<file path="src/rtl/kvt_pkg.sv">
// Shared types and constants for the key/value table.
// No dependencies; every other file of the block uses this package.
package kvt_pkg;

    localparam int TYPE_W            = 2;
    localparam int KEY_W             = 32;
    localparam int VALUE_W           = 64;
    localparam int STATUS_W          = 3;
    localparam int COUNT_W           = 5;
    localparam int TABLE_ENTRIES_DEF = 16;

    // Request codes; the fourth code means nothing and reads as a miss.
    localparam logic [TYPE_W-1:0] REQ_INSERT = 2'd0;
    localparam logic [TYPE_W-1:0] REQ_DELETE = 2'd1;
    localparam logic [TYPE_W-1:0] REQ_LOOKUP = 2'd2;

    typedef enum logic [STATUS_W-1:0] {
        ST_INSERTED  = 3'd0,
        ST_REPLACED  = 3'd1,
        ST_DELETED   = 3'd2,
        ST_FOUND     = 3'd3,
        ST_NOT_FOUND = 3'd4,
        ST_FULL      = 3'd5
    } t_status;

    typedef enum logic [4:0] {
        S_CLEAR  = 5'b00001,
        S_IDLE   = 5'b00010,
        S_SCAN   = 5'b00100,
        S_TAIL   = 5'b01000,
        S_COMMIT = 5'b10000
    } t_state;

endpackage

</file>
<file path="src/rtl/kvt_req_if.sv">
// Request channel of the key/value table: valid/ready plus the request word.
// Depends on kvt_pkg for field widths.
interface kvt_req_if;
    logic                                 valid;
    logic                                 ready;
    logic [kvt_pkg::TYPE_W-1:0]           req_type;
    logic signed [kvt_pkg::KEY_W-1:0]     req_key;
    logic [kvt_pkg::VALUE_W-1:0]          req_value;

    modport source (output valid, output req_type, output req_key, output req_value,
                    input ready);
    modport sink   (input valid, input req_type, input req_key, input req_value,
                    output ready);
endinterface

</file>
<file path="src/rtl/kvt_rsp_if.sv">
// Response channel of the key/value table: valid/ready plus the result word.
// Depends on kvt_pkg for field widths.
interface kvt_rsp_if;
    logic                            valid;
    logic                            ready;
    logic [kvt_pkg::STATUS_W-1:0]    status;
    logic [kvt_pkg::VALUE_W-1:0]     found_value;
    logic [kvt_pkg::COUNT_W-1:0]     entry_count;

    modport source (output valid, output status, output found_value,
                    output entry_count, input ready);
    modport sink   (input valid, input status, input found_value,
                    input entry_count, output ready);
endinterface

</file>
<file path="src/rtl/kvt_entry_store.sv">
// Entry storage: one memory of {valid, key} and one memory of values.
// One read and one write address per cycle, read data registered. Uses kvt_pkg.
module kvt_entry_store #(
    parameter int ENTRIES = kvt_pkg::TABLE_ENTRIES_DEF,
    parameter int IW      = $clog2(ENTRIES)
) (
    input  logic                          i_clk,
    input  logic [IW-1:0]                 i_rd_addr,
    output logic                          o_rd_valid,
    output logic [kvt_pkg::KEY_W-1:0]     o_rd_key,
    output logic [kvt_pkg::VALUE_W-1:0]   o_rd_value,
    input  logic [IW-1:0]                 i_wr_addr,
    input  logic                          i_key_we,
    input  logic                          i_wr_valid,
    input  logic [kvt_pkg::KEY_W-1:0]     i_wr_key,
    input  logic                          i_val_we,
    input  logic [kvt_pkg::VALUE_W-1:0]   i_wr_value
);
    import kvt_pkg::*;

    logic [KEY_W:0]     key_mem [ENTRIES];
    logic [VALUE_W-1:0] val_mem [ENTRIES];
    logic [KEY_W:0]     r_key_rd;
    logic [VALUE_W-1:0] r_val_rd;

    always_ff @(posedge i_clk) begin
        if (i_key_we) begin
            key_mem[i_wr_addr] <= {i_wr_valid, i_wr_key};
        end
        r_key_rd <= key_mem[i_rd_addr];
    end

    always_ff @(posedge i_clk) begin
        if (i_val_we) begin
            val_mem[i_wr_addr] <= i_wr_value;
        end
        r_val_rd <= val_mem[i_rd_addr];
    end

    assign o_rd_valid = r_key_rd[KEY_W];
    assign o_rd_key   = r_key_rd[KEY_W-1:0];
    assign o_rd_value = r_val_rd;

endmodule

</file>
<file path="src/rtl/key_value_table.sv">
// Associative key/value table of TABLE_ENTRIES slots. After reset the block
// clears the valid mark of every slot in the key memory and takes no
// request meanwhile. Each request then walks the whole key memory one entry
// per cycle through the single read port of the entry memories (S_SCAN), then
// passes S_TAIL and S_COMMIT, which waits until the output register is free.
// The result sits in an output register, and the next request is taken while
// it waits. Depends on kvt_pkg, kvt_req_if, kvt_rsp_if and kvt_entry_store.
module key_value_table #(
    parameter int TABLE_ENTRIES = kvt_pkg::TABLE_ENTRIES_DEF
) (
    input  logic       i_clk,
    input  logic       i_rst_n,
    kvt_req_if.sink    i_req,
    kvt_rsp_if.source  o_rsp
);
    import kvt_pkg::*;

    localparam int IW = $clog2(TABLE_ENTRIES);
    localparam int CW = $clog2(TABLE_ENTRIES + 1);
    localparam logic [IW-1:0] LAST_IDX = IW'(TABLE_ENTRIES - 1);

    t_state r_state, n_state;
    logic [IW-1:0] r_idx, n_idx;
    logic          r_cmp_vld, n_cmp_vld;
    logic [CW-1:0] r_count, n_count;
    logic          r_out_valid, n_out_valid;
    logic          r_hit_found, n_hit_found;
    logic          r_free_found, n_free_found;

    logic [IW-1:0]        r_cmp_idx, n_cmp_idx;
    logic [IW-1:0]        r_hit_idx, n_hit_idx;
    logic [IW-1:0]        r_free_idx, n_free_idx;
    logic [VALUE_W-1:0]   r_hit_value, n_hit_value;
    logic [TYPE_W-1:0]    r_type, n_type;
    logic [KEY_W-1:0]     r_key, n_key;
    logic [VALUE_W-1:0]   r_value, n_value;
    logic [STATUS_W-1:0]  r_out_status, n_out_status;
    logic [VALUE_W-1:0]   r_out_found, n_out_found;
    logic [COUNT_W-1:0]   r_out_count, n_out_count;

    logic                 rd_valid;
    logic [KEY_W-1:0]     rd_key;
    logic [VALUE_W-1:0]   rd_value;
    logic [IW-1:0]        wr_addr;
    logic                 key_we, val_we, wr_valid;
    logic                 commit_go;
    t_status              status;

    kvt_entry_store #(
        .ENTRIES (TABLE_ENTRIES),
        .IW      (IW)
    ) u_store (
        .i_clk      (i_clk),
        .i_rd_addr  (r_idx),
        .o_rd_valid (rd_valid),
        .o_rd_key   (rd_key),
        .o_rd_value (rd_value),
        .i_wr_addr  (wr_addr),
        .i_key_we   (key_we),
        .i_wr_valid (wr_valid),
        .i_wr_key   (r_key),
        .i_val_we   (val_we),
        .i_wr_value (r_value)
    );

    assign i_req.ready       = (r_state == S_IDLE);
    assign o_rsp.valid       = r_out_valid;
    assign o_rsp.status      = r_out_status;
    assign o_rsp.found_value = r_out_found;
    assign o_rsp.entry_count = r_out_count;

    assign commit_go = (r_state == S_COMMIT) && (!r_out_valid || o_rsp.ready);

    always_comb begin
        n_state      = r_state;
        n_idx        = r_idx;
        n_cmp_vld    = 1'b0;
        n_cmp_idx    = r_idx;
        n_count      = r_count;
        n_out_valid  = r_out_valid && !o_rsp.ready;
        n_hit_found  = r_hit_found;
        n_hit_idx    = r_hit_idx;
        n_hit_value  = r_hit_value;
        n_free_found = r_free_found;
        n_free_idx   = r_free_idx;
        n_type       = r_type;
        n_key        = r_key;
        n_value      = r_value;
        n_out_status = r_out_status;
        n_out_found  = r_out_found;
        n_out_count  = r_out_count;
        wr_addr      = r_idx;
        key_we       = 1'b0;
        val_we       = 1'b0;
        wr_valid     = 1'b0;
        status       = ST_NOT_FOUND;

        // Compare stage: one entry's read data per cycle, arriving in the cycle after its address.
        if (r_cmp_vld) begin
            if (rd_valid && rd_key == r_key && !r_hit_found) begin
                n_hit_found = 1'b1;
                n_hit_idx   = r_cmp_idx;
                n_hit_value = rd_value;
            end
            if (!rd_valid && !r_free_found) begin
                n_free_found = 1'b1;
                n_free_idx   = r_cmp_idx;
            end
        end

        case (r_state)
            S_CLEAR: begin
                key_we = 1'b1;
                n_idx  = r_idx + 1'b1;
                if (r_idx == LAST_IDX) begin
                    n_idx   = '0;
                    n_state = S_IDLE;
                end
            end
            S_IDLE: begin
                if (i_req.valid) begin
                    n_type       = i_req.req_type;
                    n_key        = i_req.req_key;
                    n_value      = i_req.req_value;
                    n_hit_found  = 1'b0;
                    n_free_found = 1'b0;
                    n_idx        = '0;
                    n_state      = S_SCAN;
                end
            end
            S_SCAN: begin
                n_cmp_vld = 1'b1;
                n_idx     = r_idx + 1'b1;
                if (r_idx == LAST_IDX) begin
                    n_idx   = '0;
                    n_state = S_TAIL;
                end
            end
            S_TAIL: begin
                n_state = S_COMMIT;
            end
            S_COMMIT: begin
                if (commit_go) begin
                    n_out_found = '0;
                    case (r_type)
                        REQ_INSERT: begin
                            if (r_hit_found) begin
                                wr_addr = r_hit_idx;
                                val_we  = 1'b1;
                                status  = ST_REPLACED;
                            end else if (r_free_found) begin
                                wr_addr  = r_free_idx;
                                key_we   = 1'b1;
                                val_we   = 1'b1;
                                wr_valid = 1'b1;
                                n_count  = r_count + 1'b1;
                                status   = ST_INSERTED;
                            end else begin
                                status = ST_FULL;
                            end
                        end
                        REQ_DELETE: begin
                            if (r_hit_found) begin
                                wr_addr = r_hit_idx;
                                key_we  = 1'b1;
                                n_count = r_count - 1'b1;
                                status  = ST_DELETED;
                            end
                        end
                        REQ_LOOKUP: begin
                            if (r_hit_found) begin
                                n_out_found = r_hit_value;
                                status      = ST_FOUND;
                            end
                        end
                        default: begin
                            status = ST_NOT_FOUND;
                        end
                    endcase
                    n_out_status = status;
                    n_out_count  = COUNT_W'(n_count);
                    n_out_valid  = 1'b1;
                    n_state      = S_IDLE;
                end
            end
            default: begin
                n_state = S_CLEAR;
                n_idx   = '0;
            end
        endcase
    end

    always_ff @(posedge i_clk) begin
        if (!i_rst_n) begin
            r_state      <= S_CLEAR;
            r_idx        <= '0;
            r_cmp_vld    <= 1'b0;
            r_count      <= '0;
            r_out_valid  <= 1'b0;
            r_hit_found  <= 1'b0;
            r_free_found <= 1'b0;
        end else begin
            r_state      <= n_state;
            r_idx        <= n_idx;
            r_cmp_vld    <= n_cmp_vld;
            r_count      <= n_count;
            r_out_valid  <= n_out_valid;
            r_hit_found  <= n_hit_found;
            r_free_found <= n_free_found;
        end
    end

    always_ff @(posedge i_clk) begin
        r_cmp_idx    <= n_cmp_idx;
        r_hit_idx    <= n_hit_idx;
        r_hit_value  <= n_hit_value;
        r_free_idx   <= n_free_idx;
        r_type       <= n_type;
        r_key        <= n_key;
        r_value      <= n_value;
        r_out_status <= n_out_status;
        r_out_found  <= n_out_found;
        r_out_count  <= n_out_count;
    end

endmodule

</file>
<file path="src/flat_wrapper.sv">
// flat-port wrapper written by rule: the top's interface ports become plain ports
module key_value_table_flat import kvt_pkg::*;
#(
    parameter int TABLE_ENTRIES = kvt_pkg::TABLE_ENTRIES_DEF
)
  (i_clk, i_rst_n, i_req_valid, i_req_req_type, i_req_req_key, i_req_req_value, i_req_ready, o_rsp_valid, o_rsp_status, o_rsp_found_value, o_rsp_entry_count, o_rsp_ready);
  kvt_req_if i_req_i ();
  kvt_rsp_if o_rsp_i ();
  input  logic i_clk;
  input  logic i_rst_n;
  input wire logic [$bits(i_req_i.valid)-1:0] i_req_valid;
  input wire logic [$bits(i_req_i.req_type)-1:0] i_req_req_type;
  input wire logic [$bits(i_req_i.req_key)-1:0] i_req_req_key;
  input wire logic [$bits(i_req_i.req_value)-1:0] i_req_req_value;
  output wire logic [$bits(i_req_i.ready)-1:0] i_req_ready;
  output wire logic [$bits(o_rsp_i.valid)-1:0] o_rsp_valid;
  output wire logic [$bits(o_rsp_i.status)-1:0] o_rsp_status;
  output wire logic [$bits(o_rsp_i.found_value)-1:0] o_rsp_found_value;
  output wire logic [$bits(o_rsp_i.entry_count)-1:0] o_rsp_entry_count;
  input wire logic [$bits(o_rsp_i.ready)-1:0] o_rsp_ready;
  assign i_req_i.valid = i_req_valid;
  assign i_req_i.req_type = i_req_req_type;
  assign i_req_i.req_key = i_req_req_key;
  assign i_req_i.req_value = i_req_req_value;
  assign i_req_ready = i_req_i.ready;
  assign o_rsp_valid = o_rsp_i.valid;
  assign o_rsp_status = o_rsp_i.status;
  assign o_rsp_found_value = o_rsp_i.found_value;
  assign o_rsp_entry_count = o_rsp_i.entry_count;
  assign o_rsp_i.ready = o_rsp_ready;
  key_value_table #(.TABLE_ENTRIES(TABLE_ENTRIES)) u_core (.i_clk(i_clk), .i_rst_n(i_rst_n), .i_req(i_req_i), .o_rsp(o_rsp_i));
endmodule
</file>
<file path="config.mk">
export PLATFORM = sky130hd
export DESIGN_NAME = key_value_table_flat
export DESIGN_NICKNAME = d
export VERILOG_FILES = /design/src/rtl/kvt_pkg.sv /design/src/rtl/kvt_req_if.sv /design/src/rtl/kvt_rsp_if.sv /design/src/rtl/kvt_entry_store.sv /design/src/rtl/key_value_table.sv /design/src/flat_wrapper.sv
export SDC_FILE = /design/constraint.sdc
export NUM_CORES = 2
export LEC_CHECK = 0
export ABC_AREA = 1
export BUFFER_PORTS_ARGS = -buffer_cell sky130_fd_sc_hd__clkbuf_2
export CORE_MARGIN = 2
export CORE_UTILIZATION = 62
export DETAILED_ROUTE_END_ITERATION = 12
export HOLD_SLACK_MARGIN = 0.15
export PLACE_DENSITY = 0.79
export SLEW_MARGIN = 10
export SYNTH_ARGS = -nofsm -noshare
export SYNTH_HDL_FRONTEND = slang
export SYNTH_HIERARCHICAL = 1
export SYNTH_SLANG_ARGS = --single-unit
</file>
<file path="constraint.sdc">
create_clock -name i_clk -period 8.28 [get_ports i_clk]
set_input_delay 0.414 -clock i_clk [delete_from_list [all_inputs] [get_ports i_clk]]
set_output_delay 0.414 -clock i_clk [all_outputs]
set_load 0.005 [all_outputs]
</file>
==> flow_metrics.tcl <==
set metrics [dict create \
    clock_latency_ns 0.83 \
    critPathLaunchType "flop" \
    final_nets 7485 \
    multi_input_area_mm2 0.01552 \
    max-vdd-ir-drop_mv 0.2877 \
    p_per_area_mw_per_mm2 294.2 \
    synth_seq_cells 1913 \
    grt_pass1_vias 50947 \
    end_kind "flop" \
    synth_common_cells "nand2_1, edfxtp_1, inv_1" \
    routabilityCongestion 0.8696 \
    synth_area_per_cell_um2 10.89 \
    synth_nets 7284 \
    cts_buffers 180 \
    syn_area_mm2 0.07815 \
    synth_top_cell_area_share 0.6893 \
    fillers 8127 \
    maxSlewHeadroom 0.1713 \
    die-area_mm2 0.1289 \
    reg2reg_to "u_core/u_store/val_mem[10][56]$_DFFE_PP_" \
    cts.sinks 1913 \
    post_cts_buffers 0 \
    drcViolationCount 0 \
    groute.usage.overall 0.2927 \
    min_path_cells 2 \
    yosysMostFrequentCell "nand2_1" \
    firstDrtPassIters 8 \
    post-route-util 0.6974 \
    path_clk_slew_ns 0.08 \
    cts_max_level 4 \
    area_growth_syn_to_layout_pct 11.90 \
    setup_violations 0 \
    outcome "finished clean" \
    hold_ws_ns 0.2896 \
    crit_arrival_ns 5.19 \
    clock.fmax_mhz 210.3 \
    hold_class "in -> reg" \
    async_flop_share 0 \
    antenna_left 0 \
    dp_hpwl_um 96840 \
    rrSetupSlack_ns 3.52 \
    fin_skew_ns 0.04853 \
    register_area_mm2 0.05627 \
    leakagePower_nw 36.86 \
    grt_pass1_wl_um 289100 \
    synth_edf_count 1794 \
    rsz0062_at_grt "false" \
    ioPinCount 176 \
    drt_iter0_drc 6685 \
    hold_violations 0 \
    drv_slew 0 \
    finalPower_mw 25.73 \
    cts_tree "built" \
    port_buffers 175 \
    overflow 0 \
    yosysSeqAreaShare 0.7198 \
    fin_crit_sh 0.5743 \
    setup_ws_ns 3.524 \
    routed_wl_um 190900 \
    syn_inst 7179 \
    detailroute.via_count 52010 \
    worst_slew_pin_slew_ns 1.240 \
    diodes 0 \
    place_ws_ns 3.549 \
    dieHeight_um 359.0 \
    ff2ff_path_depth 8 \
    drive_gt1_frac 0.07816 \
    synth_largest_area_cell "edfxtp_1" \
    critPathCapture "u_core/u_store/val_mem[10][56]$_DFFE_PP_" \
    routedWlPerCell_um 20.78 \
    antenna_found_initial 3 \
    start_util 0.6232 \
    crit_start "u_core/r_state[2]$_SDFFE_PN0P_" \
    rows 130 \
    core-area_mm2 0.1254 \
    timing.rr.start "u_core/r_state[2]$_SDFFE_PN0P_" \
    critPathKind "reg -> reg" \
    layout_min_cycle_time_ns 4.756 \
    synth_ff_type "edfxtp_1" \
    finalSetupTns_ns 0 \
    cp.required_ns 8.72 \
    synth.area.top_cells "edfxtp_1, nand2_1, nand3_1, inv_1, dfxtp_1" \
    cp_max_fo 37 \
    yosysUniqueCellTypes 38 \
    cts_root_buf "clkbuf_16" \
    clockBufferDepth 3 \
    chipWidth_um 359.0 \
    avgViaCountPerCell 5.662 \
    cap_violations 0 \
    grt_max_degree 204 \
    yosysWarnings 6 \
]
-- power by group --
part	total, mW	internal, mW	switching [mW]
combinational	5.81	1.65	4.16
sequential	11.5	11.1	0.397
clock	8.39	4.84	3.55
-- repair_timing --
item                                   in CTS  in global routing
hold buffers                              102                  0
resized for setup                           0                  0
endpoints found under the hold margin     113                  0
-- kinds of logic after synthesis --
kind of cell               after synthesis  synth area share
DFF                                   1913            0.7198
buffers and inverters                 1667           0.08466
AOI/OAI and AO/OA                       47          0.003538
adders and majority gates                3         0.0004804
xor gates and xnor gates                12          0.001345
and+or+nand+nor                       3537            0.1902
-- area by class of cell --
cell class | instances | share of cell area
multi-input combinational | 3599 | 0.1775
clock buffer | 245 | 0.05757
sequential | 1913 | 0.6434
timing repair buffer | 352 | 0.02893
clock inverter | 93 | 0.01142
tap | 1650 | 0.02361
inverter | 1334 | 0.05760
-- cell usage in the layout, fill, tap and decap left out, types with 37 or more instances in the layout --
cell           synthesis  final
clkbuf_16              0    185
clkbuf_2               0    175
edfxtp_1            1794   1794
nand2_1             2181   2181
dfxtp_1              119    115
nor2_1               132    109
clkinv_2               0     37
nand3_1             1186   1185
inv_1               1325   1325
buf_4                 17     70
dlygate4sd3_1          0    102
clkbuf_1              85     42
-- layer usage --
layer	track usage	vias up	wire, um	share of wire
met4	0.1316	2	8107	0.042
met2	0.4983	3031	95200	0.50
met1	0.3725	24830	70100	0.37
met5	0	-	13	0.000068
met3	0.04703	562	17480	0.092
li1	-	23585	-	-
-- metrics by stage --
| stage | cell area [um^2] | std cells |
|---|---|---|
| after floorplan | 78150 | 7179 |
| after global placement | 80370 | 8745 |
| after detailed placement | 80370 | 8745 |
| after CTS | 87430 | 9185 |
| after global routing | 87460 | 9186 |
| final | 87460 | 9186 |
-- critical path: stages, from the launching register on --
cell and delay, ns:
dfxtp_1 0.33, nor2_2 0.20, nand3_2 0.17, nor2_4 0.78, inv_4 0.10, a211oi_1 0.30, inv_1 0.58, nor2_4 1.16
buf_4 0.71
-- flip-flops by register name, summed over array words and instances (netlist names), 2 cells and up --
| name | flops |
|---|---|
| u_core/r_hit_idx | 4 |
| u_core/r_hit_value | 64 |
| u_core/o_rsp.status | 3 |
| u_core/r_state | 5 |
| u_core/u_store/o_rd_value | 64 |
| u_core/o_rsp.found_value | 64 |
| u_core/r_count | 5 |
| u_core/r_free_idx | 4 |
| u_core/u_store/val_mem | 1024 |
| u_core/o_rsp.entry_count | 5 |
| u_core/u_store/key_mem | 528 |
| u_core/r_key | 32 |
| u_core/r_cmp_idx | 4 |
| u_core/r_value | 64 |
| u_core/n_cmp_idx | 4 |
| u_core/r_type | 2 |
| u_core/u_store/r_key_rd | 33 |
-- worst min-delay path by stage --
stage	start	slack [ns]	endpoint
after floorplan	u_core/u_store/o_rd_value[0]$_DFF_P_	0.39	u_core/r_hit_value[0]$_DFFE_PP_
after global placement	u_core/u_store/o_rd_value[49]$_DFF_P_	0.39	u_core/r_hit_value[49]$_DFFE_PP_
after detailed placement	u_core/u_store/o_rd_value[19]$_DFF_P_	0.39	u_core/r_hit_value[19]$_DFFE_PP_
after CTS	i_req_req_value[34]	0.26	u_core/r_value[34]$_DFFE_PP_
after global routing	i_req_req_value[38]	0.29	u_core/r_value[38]$_DFFE_PP_
final	i_req_req_value[38]	0.29	u_core/r_value[38]$_DFFE_PP_
(Power assumes the default switching activity.)
